**src/u8sv_pkg.sv**
```systemverilog
// Shared constants for the UTF-8 stream validator.
// Byte masks, lead patterns and code point limits; no dependencies.
`timescale 1ns / 1ps

package u8sv_pkg;

    // Byte classification masks and patterns
    localparam logic [7:0] ASCII_MAX   = 8'h7F;
    localparam logic [7:0] LEAD2_MASK  = 8'hE0;
    localparam logic [7:0] LEAD2_PAT   = 8'hC0;
    localparam logic [7:0] LEAD3_MASK  = 8'hF0;
    localparam logic [7:0] LEAD3_PAT   = 8'hE0;
    localparam logic [7:0] LEAD4_MASK  = 8'hF8;
    localparam logic [7:0] LEAD4_PAT   = 8'hF0;
    localparam logic [7:0] CONT_MASK   = 8'hC0;
    localparam logic [7:0] CONT_PAT    = 8'h80;
    localparam logic [7:0] NUL_BYTE    = 8'h00;

    // Minimum two-byte lead payload (0xC0/0xC1 are overlong)
    localparam logic [4:0] LEAD2_MIN   = 5'd2;

    // Code point limits
    localparam int unsigned CP_W       = 21;
    localparam logic [CP_W-1:0] CP_MIN3   = 21'h000800;
    localparam logic [CP_W-1:0] CP_MIN4   = 21'h010000;
    localparam logic [CP_W-1:0] SURR_LO   = 21'h00D800;
    localparam logic [CP_W-1:0] SURR_HI   = 21'h00DFFF;
    localparam logic [CP_W-1:0] CP_MAX    = 21'h10FFFF;

    // Continuation counts
    localparam logic [1:0] OWE_NONE  = 2'd0;
    localparam logic [1:0] OWE_ONE   = 2'd1;
    localparam logic [1:0] OWE_TWO   = 2'd2;
    localparam logic [1:0] OWE_THREE = 2'd3;

endpackage

```
**src/utf8_stream_validator_core.sv**
```systemverilog
// UTF-8 stream validator top level: input register, decode/update logic,
// result register. Uses u8sv_pkg for byte patterns and code point limits.
// A last byte is held in the input register; its verdict is then registered.
// Throughput: one byte per cycle unless a waiting verdict stalls input; the
// per-byte state update is the loop that sets this rate. A verdict waiting at
// the output stalls input only when the byte held in the input register is a last byte.
// Reset (rst_n, async, active low) clears all pipeline valids and text state.
`timescale 1ns / 1ps

module utf8_stream_validator_core
(
    input  logic       clk,
    input  logic       rst_n,
    input  logic       in_valid,
    output logic       in_ready,
    input  logic [7:0] data_byte,
    input  logic       is_last,
    output logic       out_valid,
    input  logic       out_ready,
    output logic       text_valid
);
    import u8sv_pkg::*;

    // Input stage
    logic            s1_valid_reg;
    logic            s1_valid_next;
    logic [7:0]      s1_byte_reg;
    logic            s1_last_reg;

    // Text state
    logic [1:0]      owed_reg;
    logic [1:0]      owed_next;
    logic [1:0]      seq_len_reg;
    logic [1:0]      seq_len_next;
    logic [CP_W-1:0] cp_reg;
    logic [CP_W-1:0] cp_next;
    logic            err_reg;
    logic            err_next;

    // Result stage
    logic            out_valid_reg;
    logic            out_valid_next;
    logic            text_valid_reg;
    logic            text_valid_next;

    // Decode scratch
    logic            advance;
    logic            accept;
    logic [1:0]      upd_owed;
    logic [1:0]      upd_seq;
    logic [CP_W-1:0] upd_cp;
    logic            upd_err;
    logic [CP_W-1:0] shifted_cp;
    logic [1:0]      dec_owed;

    // Handshake: a last beat moves on only when the result slot frees up
    assign advance  = s1_valid_reg && (!s1_last_reg || !out_valid_reg || out_ready);
    assign in_ready = !s1_valid_reg || advance;
    assign accept   = in_valid && in_ready;

    assign out_valid  = out_valid_reg;
    assign text_valid = text_valid_reg;

    // Fold the registered byte into the text state
    assign shifted_cp = {cp_reg[CP_W-7:0], s1_byte_reg[5:0]};
    assign dec_owed   = owed_reg - 2'd1;

    always_comb
    begin
        upd_owed = owed_reg;
        upd_seq  = seq_len_reg;
        upd_cp   = cp_reg;
        upd_err  = err_reg;
        if (!err_reg)
        begin
            if (owed_reg == OWE_NONE)
            begin
                if (s1_byte_reg <= ASCII_MAX)
                begin
                    if (s1_byte_reg == NUL_BYTE)
                        upd_err = 1'b1;
                end
                else if ((s1_byte_reg & LEAD2_MASK) == LEAD2_PAT)
                begin
                    upd_cp   = {{(CP_W-5){1'b0}}, s1_byte_reg[4:0]};
                    upd_owed = OWE_ONE;
                    upd_seq  = OWE_ONE;
                    if (s1_byte_reg[4:0] < LEAD2_MIN)
                        upd_err = 1'b1;
                end
                else if ((s1_byte_reg & LEAD3_MASK) == LEAD3_PAT)
                begin
                    upd_cp   = {{(CP_W-4){1'b0}}, s1_byte_reg[3:0]};
                    upd_owed = OWE_TWO;
                    upd_seq  = OWE_TWO;
                end
                else if ((s1_byte_reg & LEAD4_MASK) == LEAD4_PAT)
                begin
                    upd_cp   = {{(CP_W-3){1'b0}}, s1_byte_reg[2:0]};
                    upd_owed = OWE_THREE;
                    upd_seq  = OWE_THREE;
                end
                else
                begin
                    upd_err = 1'b1;
                end
            end
            else if ((s1_byte_reg & CONT_MASK) != CONT_PAT)
            begin
                upd_err = 1'b1;
            end
            else
            begin
                upd_cp   = shifted_cp;
                upd_owed = dec_owed;
                if (dec_owed == OWE_NONE)
                begin
                    if ((seq_len_reg == OWE_TWO && shifted_cp < CP_MIN3) ||
                        (seq_len_reg == OWE_THREE && shifted_cp < CP_MIN4) ||
                        (shifted_cp >= SURR_LO && shifted_cp <= SURR_HI) ||
                        (shifted_cp > CP_MAX))
                        upd_err = 1'b1;
                end
            end
        end
    end

    // Next state: clear after a last beat, hold when idle
    always_comb
    begin
        owed_next       = owed_reg;
        seq_len_next    = seq_len_reg;
        cp_next         = cp_reg;
        err_next        = err_reg;
        out_valid_next  = out_valid_reg && !out_ready;
        text_valid_next = text_valid_reg;
        s1_valid_next   = accept ? 1'b1 : (s1_valid_reg && !advance);
        if (advance)
        begin
            if (s1_last_reg)
            begin
                owed_next       = OWE_NONE;
                seq_len_next    = OWE_NONE;
                cp_next         = '0;
                err_next        = 1'b0;
                out_valid_next  = 1'b1;
                text_valid_next = !upd_err && (upd_owed == OWE_NONE);
            end
            else
            begin
                owed_next    = upd_owed;
                seq_len_next = upd_seq;
                cp_next      = upd_cp;
                err_next     = upd_err;
            end
        end
    end

    // Control and state registers
    always_ff @(posedge clk or negedge rst_n)
    begin
        if (!rst_n)
        begin
            s1_valid_reg  <= 1'b0;
            owed_reg      <= OWE_NONE;
            seq_len_reg   <= OWE_NONE;
            cp_reg        <= '0;
            err_reg       <= 1'b0;
            out_valid_reg <= 1'b0;
        end
        else
        begin
            s1_valid_reg  <= s1_valid_next;
            owed_reg      <= owed_next;
            seq_len_reg   <= seq_len_next;
            cp_reg        <= cp_next;
            err_reg       <= err_next;
            out_valid_reg <= out_valid_next;
        end
    end

    // Payload registers: capture the beat, hold the verdict
    always_ff @(posedge clk)
    begin
        if (accept)
        begin
            s1_byte_reg <= data_byte;
            s1_last_reg <= is_last;
        end
        text_valid_reg <= text_valid_next;
    end

    // Text state is clear after a last byte is folded in
    a_clear_after_last: assert property (@(posedge clk) disable iff (!rst_n)
        advance && s1_last_reg |=> owed_reg == OWE_NONE && !err_reg && cp_reg == '0)
        else $error("text state not cleared after last byte");

    // Owed count never exceeds the sequence length
    a_owed_le_seq: assert property (@(posedge clk) disable iff (!rst_n)
        owed_reg <= seq_len_reg)
        else $error("owed continuation count exceeds sequence length");

    // A verdict appears only after a last byte advanced
    a_verdict_source: assert property (@(posedge clk) disable iff (!rst_n)
        $rose(out_valid_reg) |-> $past(advance && s1_last_reg))
        else $error("verdict without a last byte");

    // An empty input stage always takes a beat
    a_ready_when_empty: assert property (@(posedge clk) disable iff (!rst_n)
        !s1_valid_reg |-> in_ready)
        else $error("input stalled with empty stage");

endmodule

```
**config.mk**
```make
export PLATFORM = sky130hd
export DESIGN_NAME = utf8_stream_validator_core
export DESIGN_NICKNAME = d
export VERILOG_FILES = /design/src/u8sv_pkg.sv /design/src/utf8_stream_validator_core.sv
export SDC_FILE = /design/constraint.sdc
export NUM_CORES = 1
export LEC_CHECK = 0
export ABC_CLOCK_PERIOD_IN_PS = 3550
export BUFFER_PORTS_ARGS = -buffer_cell sky130_fd_sc_hd__buf_2
export CAP_MARGIN = 20
export CORE_MARGIN = 3
export CORE_UTILIZATION = 61
export DETAILED_ROUTE_END_ITERATION = 10
export GPL_ROUTABILITY_DRIVEN = 1
export GPL_TIMING_DRIVEN = 0
export PLACE_DENSITY_LB_ADDON = 0.2
export SYNTH_ARGS = -nofsm -noshare
export SYNTH_HDL_FRONTEND = slang
export SYNTH_SLANG_ARGS = --single-unit
export TNS_END_PERCENT = 30
```
**constraint.sdc**
```tcl
create_clock -name clk -period 3.55 [get_ports clk]
set_input_delay 0.71 -clock clk [delete_from_list [all_inputs] [get_ports clk]]
set_output_delay 0.71 -clock clk [all_outputs]
set_load 0.02 [all_outputs]
```
Word-level counts from Yosys, hierarchy flattened:

Cells that the tools add are included.

* bits of input ports: 13
* output and inout port bits: 3
* memories kept: 0
* bits in writable memories: 0
* word-level logic and storage cells: 95
* ROM bits: 0
* register bits after elaboration: 32
* latch bits: 0

* equality and inequality tests: 11
* order comparisons: 7
* reduce and logical (&&, ||, !) cells: 29
* divide/modulo/power cells: 0
* shift operators: 0
* multiplexer cells: 38
* bitwise gates (word level): 0
* add/sub/neg operators: 1
* $mul: 0

Operator list (count)
* $mux W15: 8
* $mux W2: 15
* $ge A21 B16 Y1 const B: 1
* $gt A21 B21 Y1 const B: 1
* $le A21 B16 Y1 const B: 1
* $lt A21 B12 Y1 const B: 1
* $lt A21 B17 Y1 const B: 1
* $mux W1: 15
* $reduce_and A5 Y1: 2
* $le A8 B7 Y1 const B: 1
* $logic_and A1 B1 Y1: 8
* $logic_not A8 Y1: 1
* $logic_not A1 Y1: 6
* $logic_not A2 Y1: 3
* $logic_or A1 B1 Y1: 6
* $ne A2 B2 Y1 const B: 3
* $ne A3 B3 Y1 const B: 2
* $eq A5 B5 Y1 const B: 1
* $lt A5 B2 Y1 const B: 1
* $ne A5 B2 Y1 const B: 1
* $eq A2 B2 Y1 const B: 2
* $eq A4 B4 Y1 const B: 1
* $reduce_bool A4 Y1: 1
* $eq A3 B3 Y1 const B: 1
* 3 further kinds: 3

Logic depth before layout (Yosys ltp):

Gate-level depths: netlist of the first run.

* depth after elaboration: 12
* gate-level depth with buffers: 8
* depth with buffers taken out: 7

Worst setup path before layout of the first run:

Ideal clock, no wire load.

* path kind: in2out
* start: input port out_ready
* end: output port in_ready
* path buffers: 0
* cell stages on the path: 1
* slack: 1.806 ns
* data arrival time: 1.034 ns
* cells stage by stage: nand4b_1

* cells in the longest elaborated chain, start to end: 3

RTL lines
* start, declared: line utf8_stream_validator_core.sv:19 `input logic out_ready,`
* $logic_or A1 B1 Y1: line utf8_stream_validator_core.sv:57 `assign advance = s1_valid_reg && (!s1_last_reg || !out_valid_reg || out_ready);`
* $logic_and A1 B1 Y1: line utf8_stream_validator_core.sv:57
* $logic_or A1 B1 Y1: line utf8_stream_validator_core.sv:58 `assign in_ready = !s1_valid_reg || advance;`
* end, declared: line utf8_stream_validator_core.sv:15 `output logic in_ready,`

No other way between the ends.

Worst setup path after layout of the first run:

* start: register owed_reg[0]
* end: register cp_reg[7]

* cells in the longest elaborated chain, start to end: 4
* elaborated cells between the ends (all ways): 8

RTL lines
* start, declared: line utf8_stream_validator_core.sv:31 `logic [1:0] owed_reg;`
* start signal, assigned: line utf8_stream_validator_core.sv:174 `owed_reg <= owed_next;`
* $logic_not A2 Y1 (*): line utf8_stream_validator_core.sv:76 `if (owed_reg == OWE_NONE)`
* branches (longest 3 deep; another with $ne A5 B2 Y1)
* end signal, assigned: line utf8_stream_validator_core.sv:176 `cp_reg <= cp_next;`
* end, declared: line utf8_stream_validator_core.sv:35 `logic [CP_W-1:0] cp_reg;`

Every way passes the cells marked *. The select of a mux whose other input is x is not followed.
A chain may end at the register's enable or synchronous reset.

==> results of run 1 <==
## cell type report
class / instances / area [sq um] / area share
Clock inverter: 2 / 11.3 / 0.00650
Buffer: 7 / 60.1 / 0.0347
Sequential cell: 32 / 851 / 0.491
Clock buffer: 6 / 41.3 / 0.0238
Inverter: 8 / 30.0 / 0.0173
Multi-Input combinational cell: 90 / 628 / 0.363
Timing Repair Buffer: 15 / 75.1 / 0.0434
Tap cell: 28 / 35.0 / 0.0202
## cell families (layout without fill, tap and decap cells)
family                     after synthesis  in the layout  synth area share
AOI/OAI and AO/OA                       40             40             0.202
xor gates and xnor gates                 1              1           0.00558
adders and majority gates                2              2            0.0159
buffers and inverters                   15             38            0.0574
DFF                                     32             32             0.542
and+or+nand+nor                         47             47             0.177
## how the worst max path moves through the flow
stage	slack, ns	startpoint	to
3_5_place_dp	1.58	owed_reg[0]	cp_reg[10]
6_report	1.52	owed_reg[0]	cp_reg[7]
5_1_grt	1.37	owed_reg[0]	cp_reg[7]
4_1_cts	1.56	owed_reg[0]	cp_reg[10]
2_1_floorplan	1.81	out_ready	in_ready
3_3_place_gp	1.60	owed_reg[0]	cp_reg[7]
## per-layer routing
layer,GRT usage,share of wire
met2,0.348,0.48
met5,0,0
met4,0.0915,0.024
met1,0.294,0.43
met3,0.0713,0.057
## placed cells by master (no fill, tap or decap), types with 2 or more instances in the layout
cell type,n
ha_1,2
dfrtp_1,22
o311ai_0,3
a2bb2oi_1,2
nand2b_1,3
nor3_2,2
o21ai_0,6
inv_1,7
nand3_1,3
a22o_2,2
nor4_1,2
o211ai_1,2
edfxtp_1,10
clkbuf_4,5
and2_1,2
nand2_1,11
nand4_1,3
buf_2,18
a32o_1,4
o21bai_1,2
nor3_1,3
a22o_1,8
nand4b_1,3
a21oi_1,3
o22ai_1,2
buf_6,2
nor2_1,7
## power by group through the flow
stage | clock network (W) | logic (W) | registers [W]
after floorplan | 0 | 0.000214 | 0.000486
after global placement | 0 | 0.000271 | 0.000494
after detailed placement | 0 | 0.000281 | 0.000498
after CTS | 0.000204 | 0.000282 | 0.000491
after global routing | 0.000219 | 0.000320 | 0.000502
final | 0.000198 | 0.000284 | 0.000492
## per-stage QoR
stage / hold WS (ns) / cells / area, sq um / power, W / worst slack, ns
after floorplan: 0.414 / 137 / 1570 / 0.000700 / 1.81
after global placement: 0.482 / 180 / 1680 / 0.000764 / 1.60
after detailed placement: 0.494 / 180 / 1680 / 0.000780 / 1.58
after CTS: 0.323 / 188 / 1730 / 0.000977 / 1.56
after global routing: 0.335 / 188 / 1730 / 0.00104 / 1.37
final: 0.316 / 188 / 1730 / 0.000975 / 1.52
## critical path, cell delays in order, from the launching register on
cell      delay, ns
dfrtp_1        0.46
inv_1          0.11
ha_1           0.30
o21bai_1       0.18
a21oi_2        0.32
o21bai_1       0.15
buf_4          0.20
a22o_2         0.21
==> metrics.txt, run 1 <==
run status=finished clean; Area growth, synth to finish=10.4%; Max VDD drop=0.427 mV; initial antenna violation count=0; Layout Nets=174; first-pass GRT wire length=5550 um; max reg flops=15; Yosys reg bits=32; final count of hold timing violations=0; Logic pwr share=0.292; clock-pin slew on the worst setup and hold paths=0.10 ns; Synth Warn #=0; post-route clock period utilization=0.573; clock sink count=32; Reg2Reg Launch Point=owed_reg[0]; GPL Wtd Cong=0.817; clock skew=0.0110 ns; Post-synth EDFFs=10; Crit Path Class=reg2reg; DIE HEIGHT=56.7 um; vias in the first global route=1210; CP max FO=10; Reg2Reg Setup Slack=1.52 ns; Resize count post-CTS=0; HP Class=in2async; setup TNS=0 ns; Rel. slew slack=0.577; # port buffers=15; via count=1193; Seq/Total Area, Yosys=0.542; Post-Syn Area=0.00157 sq mm; postcts setup bufs=0; drt via density=6.35; final setup fails=0; Crit path arrival time=2.26 ns; NetSw=0.000337 W; Avg Cell Area, Syn=11.5 sq um; number of buffers on the longest clock path=2; post-route ant nets=0; Power Density=563 mW/mm^2; Syn Nets=152; final core occ=0.747; Clock Latency Late Sink=0.34 ns; switching share of power=0.346; CTS tree=built; largest net degree at the start of global routing=23; Post-Route WL=3190 um; Most used DFF post-synth=dfrtp_1; Clk pwr share=0.203; GRT Total Usage=0.226; leading area contributor after synthesis=dfrtp_1; Seq pwr share=0.505; routed length per placed instance=17.0 um; ys async rst share=0.688; total grt overflow=0; initial core utilization=0.677; Final min period=2.03 ns; Static Leakage=0.726 nW; Mapped Cells=137; max-cap violations=0; Yosys cell types=44; Initial DRT Pass Iterations=4; ratio of cells with drive above 1 in the final layout=0.238; Reg-to-Reg End=cp_reg[7]; Worst Tran Pin Value=0.632 ns; CTS Hold Bufs=0; Peak Freq=492 MHz; Startpoint Class=register; P_int=0.000638 W; Root Buffer=clkbuf_4; I/O pin count=16; RSZ-0062 raised after global routing=no; Cell Rows=17; count leader, synth=dfrtp_1; r2r worst-path depth=7; worst endpoint required time=3.78 ns; drt drc=0; synth top area cells=dfrtp_1, edfxtp_1, a22o_1, nand2_1, a32o_1; Die Area=0.00322 sq mm; DPL Wire Length=2330 um; Crit. End Element=register; DRC violation total after the first TritonRoute iteration=43; Layout fillers=157; htree depth=2; Num CTS Buffers=5; Slew Limit Fails=0; n_diodes=0; post-synth top area share=0.351; core footprint=0.00232 sq mm; Synth top cells by count=dfrtp_1, nand2_1, edfxtp_1; chip width=56.7 um
Note: power is estimated with default switching activity, not from simulation.
==> run 2: changes to the inputs <==
Settings changed: ABC_CLOCK_PERIOD_IN_PS 3550 to 2100, CORE_UTILIZATION 61 to 57.
Clock period 3.55 ns to 2.1 ns, I/O delays scaled along.
==> metrics.txt, run 2 (synthesized netlist as in run 1, its figures left out) <==
CTS tree=built (unchanged); DPL Wire Length=2370 um (was 2330 um); drt via density=6.34 (was 6.35); DRC violation total after the first TritonRoute iteration=26 (was 43); vias in the first global route=1224 (was 1210); CP max FO=10 (unchanged); Bufs and invs on worst path=3 (was 2); postcts setup bufs=0 (unchanged); setup TNS=0 ns (unchanged); CTS Hold Bufs=0 (unchanged); worst slack, placed=0.0675 ns (was 1.58 ns); max-cap violations=0 (unchanged); htree depth=2 (unchanged); initial antenna violation count=0 (unchanged); post-route ant nets=0 (unchanged); worst endpoint required time=2.17 ns (was 3.78 ns); most common cell after layout, fill and taps aside=dfrtp_1 (unchanged); Rel. slew slack=0.600 (was 0.577); cell family with most CP delay=compound AO/OA/AOI/OAI gates (unchanged); clock-pin slew on the worst setup and hold paths=0.10 ns (about the same); max reg flops=15 (unchanged); final count of hold timing violations=0 (unchanged); number of buffers on the longest clock path=2 (unchanged); Slew Limit Fails=0 (unchanged); clock skew=0.0140 ns (was 0.0110 ns); cell breakdown of the critical path=inv_1 > ha_2 > buf_6 > inv_1 > a211oi_1 > nor2_1 > o22ai_1 > nor4_1 (was inv_1 > ha_1 > o21bai_1 > a21oi_2 > o21bai_1 > buf_4 > a22o_2); clock sink count=32 (unchanged); GRT Total Usage=0.216 (was 0.226); total grt overflow=0 (unchanged); Worst Tran Pin Value=0.597 ns (was 0.632 ns); Crit. End Element=register (unchanged); via count=1205 (was 1193); Reg area=852 sq um (was 851 sq um); n_diodes=0 (unchanged); final setup fails=0 (unchanged); Post-DP Area=0.00168 sq mm (about the same); fin worst setup slack=0.134 ns (was 1.52 ns); Startpoint Class=register (unchanged); Layout fillers=193 (was 157); core footprint=0.00254 sq mm (was 0.00232 sq mm); Crit Path Class=reg2reg (unchanged); Peak Freq=509 MHz (was 492 MHz); Cell Rows=18 (was 17); I/O pin count=16 (unchanged); largest net degree at the start of global routing=23 (unchanged); Resize count post-CTS=0 (unchanged); Multi-input gate area=642 sq um (was 628 sq um); Area growth, synth to finish=11.3% (was 10.4%); Power Density=957 mW/mm^2 (was 563 mW/mm^2); routed length per placed instance=17.2 um (was 17.0 um); # port buffers=15 (unchanged); most frequent cells in the layout=dfrtp_1, buf_2, nand2_1 (unchanged); Clock Latency Late Sink=0.32 ns (was 0.34 ns); Max VDD drop=0.700 mV (was 0.427 mV); Num CTS Buffers=5 (unchanged); ratio of cells with drive above 1 in the final layout=0.256 (was 0.238); slowest stage delay, CP=0.46 ns (about the same); post-route clock period utilization=0.936 (was 0.573); Static Leakage=0.732 nW (was 0.726 nW); Root Buffer=clkbuf_4 (unchanged); drt drc=0 (unchanged); most frequent CP cell=inv_1 (was o21bai_1); initial core utilization=0.617 (was 0.677); Final min period=1.97 ns (was 2.03 ns); Post-Route WL=3280 um (was 3190 um); HP Class=in2async (unchanged); Initial DRT Pass Iterations=4 (unchanged); first-pass GRT wire length=5590 um (was 5550 um); run status=finished clean (unchanged); Layout Nets=174 (unchanged); critical path's slowest cell=dfrtp_2 (was dfrtp_1); Final Instance Area=0.00175 sq mm (was 0.00173 sq mm); Die Area=0.00342 sq mm (was 0.00322 sq mm); GPL Wtd Cong=0.806 (was 0.817); Crit path arrival time=2.04 ns (was 2.26 ns); chip width=58.5 um (was 56.7 um); RSZ-0062 raised after global routing=no (unchanged); DIE HEIGHT=58.5 um (was 56.7 um)
## run 2: cell types whose count changed in the layout (fill, tap and decap cells not counted), sizes merged
cell | before | now
clkinvlp | 1 | 0
clkbuf | 6 | 7
## run 2: cell type report
type	instances	area share
Buffer	7	0.0344
Clock buffer	7	0.0258
Clock inverter	1	0.00287
Inverter	8	0.0172
Multi-Input combinational cell	90	0.367
Sequential cell	32	0.488
Tap cell	30	0.0215
Timing Repair Buffer	15	0.0430
## run 2: metrics by stage
| step | utilization | std cells | hold slack [ns] | power, W |
|---|---|---|---|---|
| after floorplan | - | 137 | 0.124 | 0.00118 |
| after global placement | 0.661 | 182 | 0.401 | 0.00129 |
| after detailed placement | 0.661 | 182 | 0.410 | 0.00132 |
| after CTS | 0.680 | 190 | 0.0530 | 0.00164 |
| after global routing | 0.686 | 190 | 0.0537 | 0.00178 |
| final | 0.686 | 190 | 0.0366 | 0.00167 |
## run 2: path summary, 6_finish.rpt
| check | slack (ns) | cells after the start | end | start |
|---|---|---|---|---|
| hold reg to reg | 0.51 | 1 | cp_reg[10] | cp_reg[10] |
| min in group clk | 0.26 | 1 | s1_byte_reg[6] | data_byte[6] |
| setup reg to reg | 0.13 | 8 | text_valid | owed_reg[0] |
| hold / removal | 0.04 | 1 | owed_reg[1] | rst_n |
| setup / recovery | 0.13 | 8 | text_valid | owed_reg[0] |
| max in group asynchronous | 1.70 | 1 | owed_reg[0] | rst_n |
## run 2: metal layers
metal,part of all wire,global-route usage,up-vias
li1,-,-,564
met1,0.44,0.276,590
met2,0.49,0.359,40
met3,0.048,0.0614,11
met4,0.020,0.0596,0
met5,0,0,-
## run 2: power by group
part / switching [W] / internal, W
clock network: 0.000195 / 0.000130
registers: 0.0000938 / 0.000743
logic: 0.000287 / 0.000222
## run 2: worst reg2reg max path, stage by stage, from the launching register on
cell      delay, ns
dfrtp_2        0.46
inv_1          0.10
ha_2           0.28
buf_6          0.17
inv_1          0.05
a211oi_1       0.26
nor2_1         0.11
o22ai_1        0.22
nor4_1         0.09
